[config.mk]
export PLATFORM = sky130hd
export DESIGN_NAME = unix_seconds_to_date_unit
export DESIGN_NICKNAME = d
export VERILOG_FILES = /design/src/rtl/ustd_pkg.sv /design/src/rtl/unix_seconds_to_date_unit.sv /design/src/rtl/ustd_cdiv.sv /design/src/rtl/ustd_date.sv
export SDC_FILE = /design/constraint.sdc
export NUM_CORES = 2
export LEC_CHECK = 0
export ABC_AREA = 1
export BUFFER_PORTS_ARGS = -buffer_cell sky130_fd_sc_hd__buf_2
export CAP_MARGIN = 20
export CORE_ASPECT_RATIO = 0.7
export CORE_MARGIN = 2
export CORE_UTILIZATION = 36
export CTS_CLUSTER_SIZE = 10
export DETAILED_ROUTE_END_ITERATION = 8
export HOLD_SLACK_MARGIN = 0.06
export PLACE_DENSITY = 0.52
export SYNTH_ARGS = -nofsm -noshare
export SYNTH_HDL_FRONTEND = slang
export SYNTH_SLANG_ARGS = --single-unit
[constraint.sdc]
create_clock -name clk -period 5.3 [get_ports clk]
set_input_delay 0.265 -clock clk [delete_from_list [all_inputs] [get_ports clk]]
set_output_delay 0.265 -clock clk [all_outputs]
set_load 0.05 [all_outputs]
[src/rtl/ustd_pkg.sv]
// Shared constants, tables and types for the seconds-to-date pipeline.
package ustd_pkg;

  localparam int unsigned DAY_SHIFT = 7;
  localparam int unsigned DAY_ODD   = 675;
  localparam int unsigned SEC_MIN   = 60;

  localparam logic [25:0] GREG_BIAS   = 26'd102032;
  localparam int unsigned GREG_CYCLE  = 146097;
  localparam logic [8:0]  GREG_ADJ    = 9'd15;
  localparam logic [23:0] JD_OFFSET   = 24'd2442113;
  localparam logic [28:0] YEAR_BIAS   = 29'd2442;
  localparam int unsigned YEAR_DIV    = 7305;
  localparam logic [23:0] YEAR_DAYS   = 24'd365;
  localparam logic [19:0] MONTH_SCALE = 20'd1000;
  localparam int unsigned MONTH_DIV   = 30601;
  localparam logic [15:0] YEAR_BASE   = 16'd4716;
  localparam logic [3:0]  MONTH_WRAP  = 4'd14;
  localparam logic [3:0]  MONTH_LATE  = 4'd13;
  localparam int unsigned CENT_DIV    = 100;
  localparam logic [11:0] ZEL_CENT    = 12'd5;
  localparam logic [11:0] ZEL_BIAS    = 12'd5;
  localparam int unsigned WEEK_DIV    = 7;

  // Days before each shifted month: 30 * e + floor(601 * e / 1000).
  localparam logic [8:0] MONTH_OFFS [16] = '{
    9'd0,   9'd30,  9'd61,  9'd91,  9'd122, 9'd153, 9'd183, 9'd214,
    9'd244, 9'd275, 9'd306, 9'd336, 9'd367, 9'd397, 9'd428, 9'd459
  };

  // Month term of the weekday formula: floor(26 * (m + 1) / 10).
  localparam logic [5:0] ZEL_MONTH [16] = '{
    6'd2,  6'd5,  6'd7,  6'd10, 6'd13, 6'd15, 6'd18, 6'd20,
    6'd23, 6'd26, 6'd28, 6'd31, 6'd33, 6'd36, 6'd39, 6'd41
  };

  typedef struct packed {
    logic [4:0] hours;
    logic [5:0] minutes;
    logic [5:0] seconds;
  } hms_t;

endpackage

[src/rtl/unix_seconds_to_date_unit.sv]
// Top level: Unix seconds to Gregorian date, time of day and weekday.
//
// A word enters on unix_seconds when start is high; busy is always low, so a
// new word may be offered in every clock cycle.
// Each word gives one result: done is high for one
// cycle with year, month, day, hours, minutes, seconds and weekday valid.
// Results leave in the order the words came in, one per cycle at most.
// The depth comes mostly from the chain of constant dividers: two for seconds
// to days, two for the time of day, then five in the calendar pipeline, each
// with a reciprocal multiply stage and a correction stage. Six register stages
// for the calendar sums between those dividers, and the output register, add
// the rest of the depth.
// Reset clears all valid bits; words in flight are dropped and done stays low
// until new words have passed through.
// The receiver cannot stall the block, and no result is ever held back.
module unix_seconds_to_date_unit (
  input  logic        clk,
  input  logic        rst,
  input  logic        start,
  input  logic [39:0] unix_seconds,
  output logic        busy,
  output logic        done,
  output logic [15:0] year,
  output logic [3:0]  month,
  output logic [4:0]  day,
  output logic [4:0]  hours,
  output logic [5:0]  minutes,
  output logic [5:0]  seconds,
  output logic [2:0]  weekday
);

  localparam int LATENCY = 25;

  logic           v1;
  logic [7:0]     q1;
  logic [9:0]     r1;
  logic [22:0]    s1;

  logic           v2;
  logic [16:0]    q2;
  logic [9:0]     r2;
  logic [14:0]    s2;
  logic [23:0]    days2;
  logic [16:0]    tod2;

  logic           v3;
  logic [11:0]    q3;
  logic [5:0]     r3;
  logic [23:0]    s3;

  logic           v4;
  logic [5:0]     q4;
  logic [5:0]     r4;
  logic [29:0]    s4;
  ustd_pkg::hms_t hms4;

  logic           vd;
  logic [15:0]    yd;
  logic [3:0]     md;
  logic [4:0]     dd;
  logic [2:0]     wd;
  ustd_pkg::hms_t hmsd;

  assign busy = 1'b0;

  ustd_cdiv #(.W(17), .DIV(ustd_pkg::DAY_ODD), .SW(23)) u_div_day_hi (
    .clk(clk), .rst(rst), .in_vld(start), .x(unix_seconds[39:23]),
    .side_in(unix_seconds[22:0]),
    .out_vld(v1), .q(q1), .r(r1), .side_out(s1)
  );

  ustd_cdiv #(.W(26), .DIV(ustd_pkg::DAY_ODD), .SW(15)) u_div_day_lo (
    .clk(clk), .rst(rst), .in_vld(v1), .x({r1, s1[22:ustd_pkg::DAY_SHIFT]}),
    .side_in({q1, s1[ustd_pkg::DAY_SHIFT-1:0]}),
    .out_vld(v2), .q(q2), .r(r2), .side_out(s2)
  );

  assign days2 = {s2[14:7], q2[15:0]};
  assign tod2  = {r2, s2[6:0]};

  ustd_cdiv #(.W(17), .DIV(ustd_pkg::SEC_MIN), .SW(24)) u_div_sec (
    .clk(clk), .rst(rst), .in_vld(v2), .x(tod2), .side_in(days2),
    .out_vld(v3), .q(q3), .r(r3), .side_out(s3)
  );

  ustd_cdiv #(.W(11), .DIV(ustd_pkg::SEC_MIN), .SW(30)) u_div_min (
    .clk(clk), .rst(rst), .in_vld(v3), .x(q3[10:0]), .side_in({s3, r3}),
    .out_vld(v4), .q(q4), .r(r4), .side_out(s4)
  );

  assign hms4.hours   = q4[4:0];
  assign hms4.minutes = r4;
  assign hms4.seconds = s4[5:0];

  ustd_date u_date (
    .clk(clk), .rst(rst), .in_vld(v4), .days(s4[29:6]), .hms_in(hms4),
    .out_vld(vd), .year(yd), .month(md), .day(dd), .weekday(wd), .hms_out(hmsd)
  );

  always_ff @(posedge clk) begin
    if (rst) begin
      done <= 1'b0;
    end else begin
      done <= vd;
    end
    year    <= yd;
    month   <= md;
    day     <= dd;
    weekday <= wd;
    hours   <= hmsd.hours;
    minutes <= hmsd.minutes;
    seconds <= hmsd.seconds;
  end

  a_word_out: assert property (@(posedge clk) disable iff (rst)
    start && !busy |-> ##(LATENCY) done)
    else $error("accepted word gave no result");

  a_no_phantom: assert property (@(posedge clk) disable iff (rst)
    done |-> $past(start, LATENCY))
    else $error("result without an accepted word");

  a_fields_legal: assert property (@(posedge clk) disable iff (rst)
    done |-> (month != 4'd0) && (month <= 4'd12) && (day != 5'd0)
             && (weekday != 3'd0) && (hours <= 5'd23) && (minutes <= 6'd59)
             && (seconds <= 6'd59))
    else $error("result field out of range");

endmodule

[src/rtl/ustd_cdiv.sv]
// Two-stage division of an unsigned word by a constant, with a side word carried along.
module ustd_cdiv #(
  parameter int W   = 16,
  parameter int DIV = 7,
  parameter int SW  = 1,
  localparam longint unsigned MV = (64'd1 << W) / DIV,
  localparam int MW = $clog2(MV + 1),
  localparam int RW = $clog2(DIV)
) (
  input  logic          clk,
  input  logic          rst,
  input  logic          in_vld,
  input  logic [W-1:0]  x,
  input  logic [SW-1:0] side_in,
  output logic          out_vld,
  output logic [MW-1:0] q,
  output logic [RW-1:0] r,
  output logic [SW-1:0] side_out
);

  localparam logic [MW-1:0] RECIP = MW'(MV);
  localparam logic [W-1:0]  DIV_W = W'(DIV);
  localparam logic [RW:0]   DIV_R = (RW + 1)'(DIV);

  logic [W+MW-1:0] prod;
  logic            vld1;
  logic [W-1:0]    x1;
  logic [MW-1:0]   q1;
  logic [SW-1:0]   side1;
  logic [W-1:0]    qmul;
  logic [W-1:0]    rem;
  logic [RW:0]     rem_n;
  logic            fix;

  assign prod = (W + MW)'(x) * (W + MW)'(RECIP);

  always_ff @(posedge clk) begin
    if (rst) begin
      vld1 <= 1'b0;
    end else begin
      vld1 <= in_vld;
    end
    x1    <= x;
    q1    <= prod[W+MW-1:W];
    side1 <= side_in;
  end

  assign qmul  = W'(q1) * DIV_W;
  assign rem   = x1 - qmul;
  assign rem_n = rem[RW:0];
  assign fix   = (rem_n >= DIV_R);

  always_ff @(posedge clk) begin
    if (rst) begin
      out_vld <= 1'b0;
    end else begin
      out_vld <= vld1;
    end
    q        <= fix ? q1 + 1'b1 : q1;
    r        <= fix ? RW'(rem_n - DIV_R) : rem_n[RW-1:0];
    side_out <= side1;
  end

endmodule

[src/rtl/ustd_date.sv]
// Day count to year, month, day and weekday, as a pipeline of constant divisions, with the time of day carried along.
module ustd_date (
  input  logic              clk,
  input  logic              rst,
  input  logic              in_vld,
  input  logic [23:0]       days,
  input  ustd_pkg::hms_t    hms_in,
  output logic              out_vld,
  output logic [15:0]       year,
  output logic [3:0]        month,
  output logic [4:0]        day,
  output logic [2:0]        weekday,
  output ustd_pkg::hms_t    hms_out
);

  localparam int HW = $bits(ustd_pkg::hms_t);

  logic [25:0]   xa;
  logic          va;
  logic [8:0]    qa;
  logic [23+HW:0] sa;
  logic [8:0]    a;

  logic          vb;
  logic [23:0]   b;
  ustd_pkg::hms_t hb;

  logic          vc;
  logic [28:0]   xc;
  logic [23:0]   bc;
  ustd_pkg::hms_t hc;

  logic          vc2;
  logic [16:0]   qc;
  logic [23+HW:0] sc;
  logic [15:0]   c;
  logic [23:0]   d_full;

  logic          vd;
  logic [15:0]   cd;
  logic [9:0]    dd;
  ustd_pkg::hms_t hd;

  logic          ve;
  logic [19:0]   xe;
  logic [15:0]   ce;
  logic [9:0]    de;
  ustd_pkg::hms_t he;

  logic          vf;
  logic [5:0]    qf;
  logic [25+HW:0] sf;
  logic [3:0]    e;
  logic [15:0]   cf;
  logic [9:0]    df;
  logic [9:0]    f_full;
  logic          late;
  logic [15:0]   yz_next;

  logic          vg;
  logic [15:0]   yg;
  logic [3:0]    mg;
  logic [4:0]    fg;
  logic [3:0]    mzg;
  logic [15:0]   yzg;
  ustd_pkg::hms_t hg;

  logic          vh;
  logic [9:0]    cent;
  logic [6:0]    yoc;
  logic [28+HW:0] sh;
  logic [15:0]   yh;
  logic [3:0]    mh;
  logic [4:0]    fh;
  logic [3:0]    mzh;
  ustd_pkg::hms_t hh;
  logic [11:0]   h_next;

  logic          vi;
  logic [11:0]   hi;
  logic [24+HW:0] si;

  logic [2:0]    rj;
  logic [24+HW:0] sj;

  assign xa = {days, 2'b00} + ustd_pkg::GREG_BIAS;

  ustd_cdiv #(.W(26), .DIV(ustd_pkg::GREG_CYCLE), .SW(24 + HW)) u_div_cycle (
    .clk(clk), .rst(rst), .in_vld(in_vld), .x(xa), .side_in({days, hms_in}),
    .out_vld(va), .q(qa), .r(), .side_out(sa)
  );

  assign a = qa + ustd_pkg::GREG_ADJ;

  always_ff @(posedge clk) begin
    if (rst) begin
      vb <= 1'b0;
      vc <= 1'b0;
    end else begin
      vb <= va;
      vc <= vb;
    end
    b  <= sa[23+HW:HW] + ustd_pkg::JD_OFFSET + 24'(a) - 24'(a[8:2]);
    hb <= sa[HW-1:0];
    xc <= 29'({b, 4'b0000}) + 29'({b, 2'b00}) - ustd_pkg::YEAR_BIAS;
    bc <= b;
    hc <= hb;
  end

  ustd_cdiv #(.W(29), .DIV(ustd_pkg::YEAR_DIV), .SW(24 + HW)) u_div_year (
    .clk(clk), .rst(rst), .in_vld(vc), .x(xc), .side_in({bc, hc}),
    .out_vld(vc2), .q(qc), .r(), .side_out(sc)
  );

  assign c      = qc[15:0];
  assign d_full = sc[23+HW:HW] - 24'(c) * ustd_pkg::YEAR_DAYS - 24'(c[15:2]);

  always_ff @(posedge clk) begin
    if (rst) begin
      vd <= 1'b0;
      ve <= 1'b0;
    end else begin
      vd <= vc2;
      ve <= vd;
    end
    cd <= c;
    dd <= d_full[9:0];
    hd <= sc[HW-1:0];
    xe <= 20'(dd) * ustd_pkg::MONTH_SCALE;
    ce <= cd;
    de <= dd;
    he <= hd;
  end

  ustd_cdiv #(.W(20), .DIV(ustd_pkg::MONTH_DIV), .SW(26 + HW)) u_div_month (
    .clk(clk), .rst(rst), .in_vld(ve), .x(xe), .side_in({ce, de, he}),
    .out_vld(vf), .q(qf), .r(), .side_out(sf)
  );

  assign e       = qf[3:0];
  assign cf      = sf[25+HW:10+HW];
  assign df      = sf[9+HW:HW];
  assign f_full  = df - 10'(ustd_pkg::MONTH_OFFS[e]);
  assign late    = (e >= ustd_pkg::MONTH_WRAP);
  assign yz_next = cf - ustd_pkg::YEAR_BASE;

  always_ff @(posedge clk) begin
    if (rst) begin
      vg <= 1'b0;
    end else begin
      vg <= vf;
    end
    yzg <= yz_next;
    yg  <= late ? yz_next + 16'd1 : yz_next;
    mg  <= late ? e - ustd_pkg::MONTH_LATE : e - 4'd1;
    mzg <= e - 4'd1;
    fg  <= f_full[4:0];
    hg  <= sf[HW-1:0];
  end

  ustd_cdiv #(.W(16), .DIV(ustd_pkg::CENT_DIV), .SW(29 + HW)) u_div_cent (
    .clk(clk), .rst(rst), .in_vld(vg), .x(yzg), .side_in({yg, mg, fg, mzg, hg}),
    .out_vld(vh), .q(cent), .r(yoc), .side_out(sh)
  );

  assign yh  = sh[28+HW:13+HW];
  assign mh  = sh[12+HW:9+HW];
  assign fh  = sh[8+HW:4+HW];
  assign mzh = sh[3+HW:HW];
  assign hh  = sh[HW-1:0];

  assign h_next = 12'(fh) + 12'(ustd_pkg::ZEL_MONTH[mzh]) + 12'(yoc) + 12'(yoc[6:2])
                + 12'(cent) * ustd_pkg::ZEL_CENT + 12'(cent[9:2]) + ustd_pkg::ZEL_BIAS;

  always_ff @(posedge clk) begin
    if (rst) begin
      vi <= 1'b0;
    end else begin
      vi <= vh;
    end
    hi <= h_next;
    si <= {yh, mh, fh, hh};
  end

  ustd_cdiv #(.W(12), .DIV(ustd_pkg::WEEK_DIV), .SW(25 + HW)) u_div_week (
    .clk(clk), .rst(rst), .in_vld(vi), .x(hi), .side_in(si),
    .out_vld(out_vld), .q(), .r(rj), .side_out(sj)
  );

  assign year    = sj[24+HW:9+HW];
  assign month   = sj[8+HW:5+HW];
  assign day     = sj[4+HW:HW];
  assign hms_out = sj[HW-1:0];
  assign weekday = rj + 3'd1;

endmodule

==> flow_metrics.env <==
export IMPL_max_cap_violations=0
export IMPL_ys_flop_type="dfxtp_1"
export IMPL_preCtsSetupSlack_ps=-364.8
export IMPL_worstMarginPinSlew_ps=688.6
export IMPL_htreeDepth=4
export IMPL_antenna_found_initial=5
export IMPL_fin_util_pct=43.17
export IMPL_synthSimpleGateAreaFrac_pct=9.481
export IMPL_hold_viol_final=0
export IMPL_initial_utilization_pct=36.27
export IMPL_root_buffer="clkbuf_16"
export IMPL_grt_overflow=0
export IMPL_hold_class="input port to register"
export IMPL_clkSlewWorstSetupHoldPaths_ps=60
export IMPL_avgSynthCellArea_um2=9.683
export IMPL_worstSetupPathType="register to register"
export IMPL_areaGrowthSynthToFinish_pct=19.02
export IMPL_syn_nets=9611
export IMPL_core_um2=205400
export IMPL_nets=10299
export IMPL_slowest_delay_ps=550
export IMPL_hpwl_um=128500
export IMPL_insertion_delay_ps=800
export IMPL_die_area_um2=210700
export IMPL_ys_top_cells_by_area="dfxtp_1, ha_1, fa_1, inv_1, nand2_1"
export IMPL_grt_max_degree=32
export IMPL_ys_types=66
export IMPL_synth_top_cell_area_share_pct=33.19
export IMPL_cts_made_buffers=156
export IMPL_grtUsageTotal_pct=15.10
export IMPL_setup_tns_ps=0
export IMPL_portBuffers=88
export IMPL_fp_row_count=139
export IMPL_via_per_inst=4.441
export IMPL_synth_xor_area_share_pct=5.488
export IMPL_yosysWarnings=0
export IMPL_max_slew_margin_rel_pct=53.61
export IMPL_route_detailed_drc=0
export IMPL_end_kind="register"
export IMPL_synth_area_um2=74500
export IMPL_yosysTopAreaCell="dfxtp_1"
export IMPL_post_route_min_period_ps=5269
export IMPL_fin_crit_sh_pct=99.41
export IMPL_fp_dieH_um=384.6
export IMPL_required_ps=5970
export IMPL_first_iter_violations=2094
export IMPL_grt_pass1_wl_um=259300
export IMPL_ys_seq_area_share_pct=33.19
export IMPL_synth_top_family_by_area="adder cells"
export IMPL_cp_arrival_ps=5940
export IMPL_grt_pass1_vias=50348
export IMPL_fmax_mhz=189.8
export IMPL_ys_seq_elements=1235
export IMPL_detail_route_first_pass_iterations=5
export IMPL_skew_ps=53.66
export IMPL_cts_tree="built"
export IMPL_crit_fanout=4
export IMPL_maxSlewViolCount=0
export IMPL_synth_compound_area_share_pct=5.211
export IMPL_globalplace_congestion=0.8679
export IMPL_slowest_stage="fa_1"
export IMPL_vias=49602
export IMPL_wirelength_um=157000
export IMPL_drive_gt1_share_pct=13.84
export IMPL_wl_per_cell_um=14.05
export IMPL_start_kind="register"
export IMPL_die_w_um=547.7
export IMPL_finalSetupViolCount=0
export IMPL_synth_edf_count=0
export IMPL_pin_count=90
export IMPL_outcome="finished clean"
export IMPL_ant_nets=0
export IMPL_synthCells=7694
export IMPL_synth_mux_area_share_pct=0.03023
export IMPL_timing_hold_ws_ps=120.3
export IMPL_rsz0062_at_grt="yes"
export IMPL_synth_async_reset_ratio_pct=0
export IMPL_clock_sinks=1235
export IMPL_worst_slack_ps=31.44
export IMPL_synth_fa_ha_area_share_pct=37.69
export IMPL_ctsLongestPathBuffers=4
[stage by stage]
stage,instance area (um^2),instances
3_3_place_gp,81120,10870
3_5_place_dp,81120,10870
5_1_grt,88670,11168
6_report,88670,11169
4_1_cts,86860,11139
2_1_floorplan,74590,7694
[per-layer routing]
layer / wire length [um] / global-route usage (%) / vias up
li1: - / - / 25413
met1: 81960 / 22.49 / 23321
met2: 66200 / 22.97 / 676
met3: 5926 / 2.211 / 192
met4: 2875 / 3.207 / 0
met5: 0 / 0 / -
[placed cells by master, fill, tap and decap left out, types with 10 or more instances in the layout]
cell,count
xor2_2,14
o21ai_1,53
clkbuf_1,11
nand2_1,862
buf_4,390
nor4_1,15
o21ai_2,19
dfxtp_1,1192
a31oi_1,20
buf_6,19
buf_2,88
nor2_1,262
nand2_2,52
nand4_1,60
dfxtp_4,14
xor2_1,289
o21ai_0,121
nand3_2,10
nor2_4,27
clkbuf_16,158
a21oi_2,41
nand2_4,21
ha_4,48
a21oi_4,16
a21o_1,37
o21bai_1,22
xnor2_1,145
a21oi_1,267
inv_2,66
o211ai_1,12
nor3_1,53
nand3_1,238
dfxtp_2,29
fa_1,610
ha_1,1202
dlygate4sd3_1,45
nor2_2,35
inv_1,1667
[worst paths after layout]
| path | startpoint | to | slack, ps | cells after the start |
|---|---|---|---|---|
| max | u_div_min.side_out[9]$_DFF_P_ | u_date.u_div_cycle.q1[1]$_DFF_P_ | 30 | 30 |
| min | unix_seconds[21] | u_div_day_hi.side1[21]$_DFF_P_ | 120 | 2 |
| max reg2reg | u_div_min.side_out[9]$_DFF_P_ | u_date.u_div_cycle.q1[1]$_DFF_P_ | 30 | 30 |
| min reg2reg | u_date.ce[1]$_DFF_P_ | u_date.u_div_month.side1[28]$_DFF_P_ | 290 | 0 |
[sequential cells by signal, summed over array words and instances, names as in the netlist, 24 cells and up]
signal / flops
u_date.b: 24
u_date.si: 42
u_date.u_div_cent.side1: 44
u_date.u_div_cent.side_out: 44
u_date.u_div_cycle.side1: 41
u_date.u_div_cycle.side_out: 41
u_date.u_div_month.side1: 38
u_date.u_div_month.side_out: 38
u_date.u_div_week.side1: 42
u_date.u_div_week.side_out: 42
u_date.u_div_year.side1: 27
u_date.u_div_year.side_out: 27
u_date.xc: 27
u_div_min.side1: 30
u_div_min.side_out: 30
u_div_sec.side1: 24
u_div_sec.side_out: 24
[synthesized netlist by cell type, types with 9 or more instances]
cell type  count
nor3_1        63
a21oi_1      324
inv_1       1721
ha_1        1257
o21ai_0      152
a21boi_0      12
nand3_1      248
nand4_1       60
dfxtp_1     1235
a31oi_1       24
nand2_1      930
a21o_1        37
or2_2          9
inv_2         13
xor2_1       301
nor2_1       321
buf_2          9
nor4_1        23
o211ai_1      12
o21bai_1      25
xnor2_1      148
o21ai_1       38
fa_1         617
o21a_1         9
[critical path, delay by kind of cell (launching register included)]
kind | cells | cell delay, ps
compound gates | 5 | 590
xor+xnor | 2 | 320
fa+ha+maj | 6 | 2440
buf+inv | 7 | 590
flops | 1 | 360
simple gates | 10 | 870
[cell families after synthesis]
| family | count (synthesis) |
|---|---|
| mux | 2 |
| xor+xnor | 457 |
| fa+ha+maj | 1874 |
| buf+inv | 1756 |
| flops | 1235 |
| compound gates | 684 |
| simple gates | 1685 |
| other cells | 1 |
[what timing repair did]
| item | CTS | global route |
|---|---|---|
| endpoints found under the hold margin | 59 | 0 |
| pin swaps | 90 | 203 |
| setup buffers | 30 | 29 |
| cloned | 2 | 2 |
| setup endpoints to repair | 39 | 64 |
| resized for setup | 172 | 406 |
| hold buffers | 45 | 0 |
[area by class of cell]
cell class / instances / area [um^2]
diodes: 2 / 5.005
flip-flops and latches: 1235 / 24810
clock inverters: 20 / 316.6
repair buffers: 550 / 4183
inverters: 1734 / 6511
multi-input cells: 4705 / 45340
well taps: 2749 / 3440
clock buffers: 174 / 4064
fillers: 19702 / 116700
Power is left out: the tool's default activity adds up to more than one toggle a clock period on the data nets, which glitch-free logic cannot reach.
